--- src/rtl/assert_macros.svh ---
`ifndef ASSERT_MACROS_SVH
`define ASSERT_MACROS_SVH

// clocked check, muted while in reset
`define SPIQ_ASSERT(label, prop, msg) \
    label: assert property (@(posedge clk) disable iff (!rst_n) (prop)) else $error(msg);

// next-cycle implication
`define SPIQ_IMPLIES(label, ante, cons, msg) \
    `SPIQ_ASSERT(label, (ante) |=> (cons), msg)

`endif

--- src/rtl/spiq_pkg.sv ---
package spiq_pkg;

    localparam int DEPTH        = 16;
    localparam int KEY_BITS     = 16;
    localparam int PAYLOAD_BITS = 32;
    localparam int CNT_BITS     = $clog2(DEPTH + 1);

    typedef enum logic [1:0] {
        OP_INSERT = 2'd0,
        OP_REMOVE = 2'd1,
        OP_CLEAR  = 2'd2
    } op_t;

    typedef enum logic [1:0] {
        ST_OK    = 2'd0,
        ST_FULL  = 2'd1,
        ST_EMPTY = 2'd2
    } status_t;

    typedef enum logic [1:0] {
        CELL_HOLD,
        CELL_LOAD,
        CELL_FROM_LEFT,
        CELL_FROM_RIGHT
    } cell_cmd_t;

    typedef struct packed {
        logic [KEY_BITS-1:0]     key;
        logic [PAYLOAD_BITS-1:0] payload;
    } entry_t;

    typedef struct packed {
        logic                    out_valid;
        logic [KEY_BITS-1:0]     out_key;
        logic [PAYLOAD_BITS-1:0] out_payload;
        status_t                 status;
        logic                    is_empty;
        logic                    is_full;
    } rsp_t;

endpackage

--- src/rtl/spiq_cell.sv ---
module spiq_cell import spiq_pkg::*;
(
    input  logic      clk,
    input  cell_cmd_t cmd,
    input  entry_t    new_ent,
    input  entry_t    left_ent,
    input  entry_t    right_ent,
    input  logic      occ,
    input  logic      fifo_mode,
    output entry_t    ent,
    output logic      pass
);

    entry_t ent_reg;
    entry_t ent_next;

    always_comb
    begin
        case (cmd)
            CELL_LOAD:       ent_next = new_ent;
            CELL_FROM_LEFT:  ent_next = left_ent;
            CELL_FROM_RIGHT: ent_next = right_ent;
            default:         ent_next = ent_reg;
        endcase
    end

    always_ff @(posedge clk)
    begin
        ent_reg <= ent_next;
    end

    // new item may go ahead of this cell
    assign pass = !occ || (!fifo_mode && (ent_reg.key > new_ent.key));
    assign ent  = ent_reg;

endmodule

--- config.mk ---
export PLATFORM = sky130hd
export DESIGN_NAME = spiq_cell
export DESIGN_NICKNAME = d
export VERILOG_FILES = /design/src/rtl/assert_macros.svh /design/src/rtl/spiq_pkg.sv /design/src/rtl/spiq_cell.sv
export SDC_FILE = /design/constraint.sdc
export NUM_CORES = 1
export LEC_CHECK = 0
export BUFFER_PORTS_ARGS = -buffer_cell sky130_fd_sc_hd__buf_2
export CAP_MARGIN = 20
export CORE_AREA = 5 5 86 88
export DETAILED_ROUTE_END_ITERATION = 6
export DIE_AREA = 0 0 91 93
export HOLD_SLACK_MARGIN = 0.15
export PLACE_DENSITY = 0.85
export SYNTH_ARGS = -nofsm -noshare
export SYNTH_HDL_FRONTEND = slang
export SYNTH_SLANG_ARGS = --single-unit
--- constraint.sdc ---
create_clock -name clk -period 4.86 [get_ports clk]
set_input_delay 0.243 -clock clk [delete_from_list [all_inputs] [get_ports clk]]
set_output_delay 0.243 -clock clk [all_outputs]
set_load 0.05 [all_outputs]
After elaboration in Yosys (flattened, before gate mapping)
Index checks and enable logic that the tools add are counted.
W data, S select, Z words.
{"block": "word_totals", "register_bits": 48, "in_bits": 149, "output_inout_bits": 49, "word_cells": 12}
{"block": "classes", "n_lt_le_gt_ge": 1, "eq_ne": 3, "muxes": 1, "reduce_logical": 5}
{"op": "$pmux W48 S3", "n": 1}
{"op": "$gt A16 B16 Y1", "n": 1}
{"op": "$eq A2 B2 Y1 const B", "n": 2}
{"op": "$reduce_bool A3 Y1", "n": 1}
{"op": "$eq A2 B1 Y1 const B", "n": 1}
{"op": "$logic_not A1 Y1", "n": 2}
{"op": "$logic_and A1 B1 Y1", "n": 1}
{"op": "$logic_or A1 B1 Y1", "n": 1}

Longest topological paths before layout
Gate-level depths: netlist of run 1.
{"block": "depth", "ltp_word": 3, "ltp_mapped": 6}

Least setup slack after synthesis of run 1
Ideal clock, no wire load.
{"block": "synth_timing", "kind": "register to output", "from": "reg ent_reg (netlist bit ent[47])", "to": "out pass", "arrival_ns": 1.939, "required_ns": 4.617, "slack_ns": 2.678, "path_stages_with_launch": 6, "path_buffers": 0, "cell_sequence": "edfxtp_1 ha_1 nand4_1 or3_1 a21oi_1 o41a_2"}
{"block": "synth_via", "elab_chain_len": 3}
{"item": "from (decl)", "line": "spiq_cell.sv:14", "source": "entry_t ent_reg;"}
{"item": "from (signal assigned)", "line": "spiq_cell.sv:29", "source": "ent_reg <= ent_next;"}
{"item": "$gt A16 B16 Y1", "line": "spiq_cell.sv:33", "source": "assign pass = !occ || (!fifo_mode && (ent_reg.key > new_ent.key));"}
{"item": "$logic_and A1 B1 Y1", "line": "spiq_cell.sv:33"}
{"item": "$logic_or A1 B1 Y1", "line": "spiq_cell.sv:33"}
{"item": "to (decl)", "line": "spiq_cell.sv:11", "source": "output logic pass"}
No other way between the ends.

Final worst setup path of run 1
Same ends and word-level chain as after synthesis.

==> flow_summary.toml, run 1 <==
[layout]
fill_cells = 582
final_layout_size_suffix_gt1_share_pct = 45.2
synthToLayoutAreaGrowth_pct = 39.3
net_count_final = 622
num_antenna_cells = 0
final_instance_count_excl_fillers = 538
largest_reg_flops = 48

[sta]
fin_hold_ws_ns = 0.269
max_slew.worst_pin.slew_ns = 0.863
report.final.setup_viol = 0
drv_slew = 0
post-route-min-period_ns = 2.36
hold_viol_final = 0
worst_max_slew_margin_expressed_relative_to_the_limit_pct = 42.5
rsz0062_at_grt = "no"
post_route_setup_tns_ns = 0
final.period_utilization_pct = 48.5
fmax_ghz = 0.424

[worst_hold_path]
min_path_type = "input pin to flop"
timing.hold.worst.start = "new_ent[17]"

[synth]
netlist.area_leader.share_pct = 50.7
seq_area_frac_synth_pct = 50.7
synthCells = 267
netlist_top_cells_area = "sky130_fd_sc_hd__edfxtp_1 (51%), sky130_fd_sc_hd__mux2i_1 (17%), sky130_fd_sc_hd__a21oi_1 (9.5%)"
synth_enable_flop_cells = 48
most_instantiated_flip_flop_cell_in_the_synthesis_netlist = "sky130_fd_sc_hd__edfxtp_1"
async_reset_ff_share_pct = 0
synth_fp_nets = 432
ys.warnings.count = 0
ys_seq_elements = 48
leading_post_synthesis_cells_by_instance_count = "sky130_fd_sc_hd__a21oi_1 (54), sky130_fd_sc_hd__edfxtp_1 (48), sky130_fd_sc_hd__mux2i_1 (48), sky130_fd_sc_hd__nor2_1 (48), sky130_fd_sc_hd__inv_1 (17)"
post_synth.cell_area_avg_um2 = 10.6
synth_area_um2 = 2840
library_cell_occupying_the_most_area_in_the_post_synthesis_netlist = "sky130_fd_sc_hd__edfxtp_1"
netlist-cell-type-count = 24
most_frequent_cell_after_synthesis = "sky130_fd_sc_hd__a21oi_1"

[pwr]
pwr-share-comb_pct = 35.9
static-leakage-power_nw = 2.01
netSwitchingPower_mw = 0.428
vdd_ir_drop_max_uv = 157
sw_frac_of_total_pct = 36.5
power.share.clock_pct = 19.0
design_internal_power_mw = 0.744
share_seq_of_total_power_pct = 45.1
power.density_cell_area_nw_per_um2 = 296
design_power_total_mw = 1.17

[critical_path]
critical_path.endpoint_type = "output pin"
crit_chain = "ha_1, nand4_1, or3_1, a21oi_1, o41a_2, buf_2"
setup.worst_path.class = "flop to output pin"
timing.critical_path.slowest_cell_delay_ns = 0.40
cp_num_buf_inv = 1
critical_path_required_ns = 4.62
crit_fanout = 4
startpoint_type = "flop"
critical_path_arrival_ns = 2.11
critPathSlowestCell = "sky130_fd_sc_hd__or3_1"
top_cell_family_by_delay_on_the_critical_path = "simple AND/OR/NAND/NOR gates"
startpoint_of_the_worst_setup_timing_path = "ent[47]$_DFFE_PP_"

[global_route]
grt_antenna_before_repair = 0
groute.usage.overall_pct = 18.1
wire_length_of_the_first_global_routing_pass_um = 12500
first_global_vias = 2664
met1_global_route_usage_pct = 19.1
grt_most_used_layer = "met2"
overflow_after_grt = 0
met3_usage_pct = 6.11
grt_use_met2_pct = 34.4
largest_net_degree_at_the_start_of_global_routing = 98

[clock_network]
cts_tree = "yes"
cts_hold_repair.buffers = 0
h-tree-depth = 2
cts-root-to-sink-buffers = 2
cts_resized = 0
path_clk_slew_ns = 0.08
cts_made_buffers = 5
post_cts_setup_driven_buffer_insertion_count = 0
clockRootBuffer = "sky130_fd_sc_hd__clkbuf_8"
clock_sinks = 48

[placed_design]
numPortBuffers = 197
post-place-cells = 529
gpl.final_weighted_congestion = 0.825
hpwlAfterDp_um = 6220

[drt]
avgViaCountPerCell = 4.89
drt_pass1_iterations = 4
drt_first_iter_violations = 93
wl_per_cell_um = 14.5
post-route-drc-count = 0
num_vias = 2633
routed_wirelength_um = 7820
drtAntennaViolNets = 0

[run]
drv.max_cap_violation_count = 0

[floorplan]
io-pin-count = 198
start_util_pct = 43.3
chipHeight_um = 93
die-area_um2 = 8460
rows = 30
placeableCoreArea_um2 = 6570
floorplan.die.width_um = 91

[status]
run_status = "finished, final reports clean"
[layer usage]
metal / vias to the layer above / share of wire, %
met5: - / 0
met4: 0 / 0.74
met3: 4 / 9.6
met2: 120 / 55
met1: 1159 / 35
li1: 1350 / -
[cells in the final DEF (no fill, tap or decap), types with 2 or more instances in the layout]
cell / n
sky130_fd_sc_hd__ha_1: 16
sky130_fd_sc_hd__edfxtp_1: 48
sky130_fd_sc_hd__inv_1: 17
sky130_fd_sc_hd__clkbuf_8: 5
sky130_fd_sc_hd__clkbuf_1: 2
sky130_fd_sc_hd__nand3_1: 2
sky130_fd_sc_hd__a21oi_1: 54
sky130_fd_sc_hd__nor2_1: 48
sky130_fd_sc_hd__buf_4: 2
sky130_fd_sc_hd__nand4_1: 4
sky130_fd_sc_hd__mux2i_1: 48
sky130_fd_sc_hd__nand2_1: 2
sky130_fd_sc_hd__buf_2: 197
sky130_fd_sc_hd__a21o_1: 2
[final timing paths]
| kind | slack (ns) | end | cells past startpoint |
|---|---|---|---|
| setup / recovery | 2.50 | pass | 6 |
| hold / removal | 0.27 | ent[17]$_DFFE_PP_ | 3 |
[metrics by stage]
step	worst slack [ns]	utilization (%)	cell area, um^2
4_1_cts	2.49	60.0	3940
5_1_grt	2.37	60.3	3960
2_1_floorplan	2.68	-	2840
6_report	2.50	60.3	3960
3_3_place_gp	2.50	58.8	3860
3_5_place_dp	2.44	58.8	3860
[area by class of cell]
class	count	area [um^2]	area share (%)
Tap cell	80	100	2.53
Multi-Input combinational cell	185	1250	31.7
Sequential cell	48	1440	36.4
Timing Repair Buffer	200	1020	25.8
Inverter	17	63.8	1.61
Clock buffer	7	76.3	1.93
Clock inverter	1	3.75	0.0948
[tightest hold or removal path: cells and delay by family]
family	cells	cell delay, ns
buffers and inverters	1	0.07
AND/OR/NAND/NOR	1	0.03
AO/OA/AOI/OAI	1	0.10
[kinds of logic after synthesis]
group / count (synthesis) / share of synthesized area, %
buffers and inverters: 34 / 5.15
AND/OR/NAND/NOR: 60 / 8.72
adder cells (fa/ha/maj): 16 / 7.04
AO/OA/AOI/OAI: 61 / 11.5
flip-flops: 48 / 50.7
multiplexers: 48 / 16.9
[power groups by stage]
stage	Sequential, mW	Clock (mW)	Combinational, mW
2_1_floorplan	0.712	0	0.115
3_3_place_gp	0.536	0	0.413
3_5_place_dp	0.539	0	0.421
4_1_cts	0.530	0.234	0.423
5_1_grt	0.534	0.250	0.452
6_report	0.528	0.222	0.421
No activity file was read; power rests on OpenSTA's default activity.
==> inputs of run 2 (changes only) <==
CORE_AREA = 5 5 93 95   (was 5 5 86 88)
DIE_AREA = 0 0 98 100   (was 0 0 91 93)
PLACE_DENSITY = 0.76   (was 0.85)
clock period = 2.13 ns   (was 4.86 ns; I/O delays follow)
==> run 2 against run 1 <==
Net effect:
- highest routed layer unchanged
- critical endpoint unchanged
- total power up 140%
- setup slack worse by 2.5 ns
- sequential power up 130%
- the flow now finishes with violations (setup timing)
==> flow_summary.toml, run 2 (synthesis gave the netlist of run 1 again) <==
[status]
run_status = "finished, violations left"
violations = "setup timing"

[sta]
drv_slew = 0
post-route-min-period_ns = 2.13
rsz0062_at_grt = "yes"
fmax_ghz = 0.469
worst_max_slew_margin_expressed_relative_to_the_limit_pct = 66.3
max_slew.worst_pin.slew_ns = 0.505
report.final.setup_viol = 1
worst_slack_ns = -0.00249
final.period_utilization_pct = 100
hold_viol_final = 0

[clock_network]
clockRootBuffer = "sky130_fd_sc_hd__clkbuf_8"
h-tree-depth = 2
cts-root-to-sink-buffers = 2
cts_made_buffers = 5
path_clk_slew_ns = 0.09
cts_tree = "yes"
clock_sinks = 48

[critical_path]
timing.critical_path.slowest_cell_delay_ns = 0.50
top_cell_family_by_delay_on_the_critical_path = "compound AO/OA/AOI/OAI gates"
critical_path_arrival_ns = 2.03
crit_chain = "ha_1, nand4_1, buf_4, a21oi_1, o41a_2, buf_8"
startpoint_type = "flop"
crit_fanout = 4
critical_path.endpoint_type = "output pin"
critPathSlowestCell = "sky130_fd_sc_hd__o41a_2"
critical_path_required_ns = 2.02
setup.worst_path.class = "flop to output pin"
cp_num_buf_inv = 2
critical_path_depth = 6

[drt]
wl_per_cell_um = 15.0
avgViaCountPerCell = 4.75
num_vias = 2808
drt_first_iter_violations = 75
post-route-drc-count = 0
drtAntennaViolNets = 0
routed_wirelength_um = 8860
drt_pass1_iterations = 4

[global_route]
groute.usage.overall_pct = 17.5
overflow_after_grt = 0
largest_net_degree_at_the_start_of_global_routing = 58
grt_antenna_before_repair = 0
first_global_vias = 2990
wire_length_of_the_first_global_routing_pass_um = 13900

[layout]
net_count_final = 653
final_instance_count_excl_fillers = 591
largest_reg_flops = 48
synthToLayoutAreaGrowth_pct = 53.4
leading_cell_type_in_the_layout_fill_and_taps_excluded = "sky130_fd_sc_hd__buf_2"
finish.utilization_pct = 57.0
num_antenna_cells = 0
final_layout_size_suffix_gt1_share_pct = 44.8
commonest_cells_after_routing_fill_and_taps_aside = "sky130_fd_sc_hd__buf_2 (196), sky130_fd_sc_hd__a21oi_1 (53), sky130_fd_sc_hd__mux2i_1 (48), sky130_fd_sc_hd__nor2_1 (48), sky130_fd_sc_hd__edfxtp_1 (48)"

[pwr]
vdd_ir_drop_max_uv = 340
design_power_total_mw = 2.78
power.density_cell_area_nw_per_um2 = 638
static-leakage-power_nw = 2.15

[floorplan]
die-area_um2 = 9800
rows = 32
start_util_pct = 37.2
chipHeight_um = 100
floorplan.die.width_um = 98
placeableCoreArea_um2 = 7650
io-pin-count = 198

[placed_design]
post-place-cells = 555
hpwlAfterDp_um = 6570
dpl_worst_slack_ns = 0.183
numPortBuffers = 197
gpl.final_weighted_congestion = 0.824

[worst_hold_path]
timing.hold.worst.start = "new_ent[22]"
min_delay_path_depth = 3
min_path_type = "input pin to flop"
holdPathEnd = "ent[22]$_DFFE_PP_"

[run]
drv.max_cap_violation_count = 0
==> run 2: repair_timing <==
action,4_1_cts,5_1_grt
setup buffers,1,2
resized for setup,3,6
pin swaps,2,7
endpoints found under the setup margin,1,1
endpoints found under the hold margin,25,0
hold buffers,25,0
==> run 2: layout make-up <==
| cell class | count | area [um^2] |
|---|---|---|
| flip-flops and latches | 48 | 1440 |
| fillers | 661 | 3290 |
| multi-input cells | 185 | 1320 |
| clock buffers | 7 | 76.3 |
| inverters | 17 | 63.8 |
| clock inverters | 1 | 3.75 |
| well taps | 102 | 128 |
| repair buffers | 231 | 1330 |
==> run 2: metal layers <==
metal,wire (um),up-vias,GRT usage [%]
li1,-,1410,-
met1,3160,1247,18.1
met2,4720,138,33.0
met3,815,13,5.91
met4,160,0,5.96
met5,0,-,0
==> run 2: per-stage QoR <==
stage / TNS [ns] / cell area [um^2] / hold WS (ns)
after floorplan: 0 / 2840 / 0.332
after global placement: 0 / 3930 / 0.419
after detailed placement: 0 / 3930 / 0.431
after CTS: -0.0734 / 4280 / 0.153
after global routing: -0.0710 / 4360 / 0.164
final: -0.00249 / 4360 / 0.158
==> run 2: how the worst max path moves through the flow <==
| stage | start | to | slack [ns] |
|---|---|---|---|
| after CTS | ent[33]$_DFFE_PP_ | pass | -0.07 |
| after global placement | ent[47]$_DFFE_PP_ | pass | 0.25 |
| after detailed placement | ent[47]$_DFFE_PP_ | pass | 0.18 |
| final | ent[46]$_DFFE_PP_ | pass | -0.002 |
| after floorplan | ent[47]$_DFFE_PP_ | pass | 0.08 |
| after global routing | ent[46]$_DFFE_PP_ | pass | -0.07 |
==> run 2: report_power, final <==
| part | switching [mW] | internal (mW) | leakage (nW) | total, mW |
|---|---|---|---|---|
| sequential | 0.0406 | 1.17 | 0.483 | 1.21 |
| clock | 0.298 | 0.230 | 0.0399 | 0.528 |
| combinational | 0.686 | 0.357 | 1.62 | 1.04 |
| total | 1.02 | 1.76 | 2.15 | 2.78 |
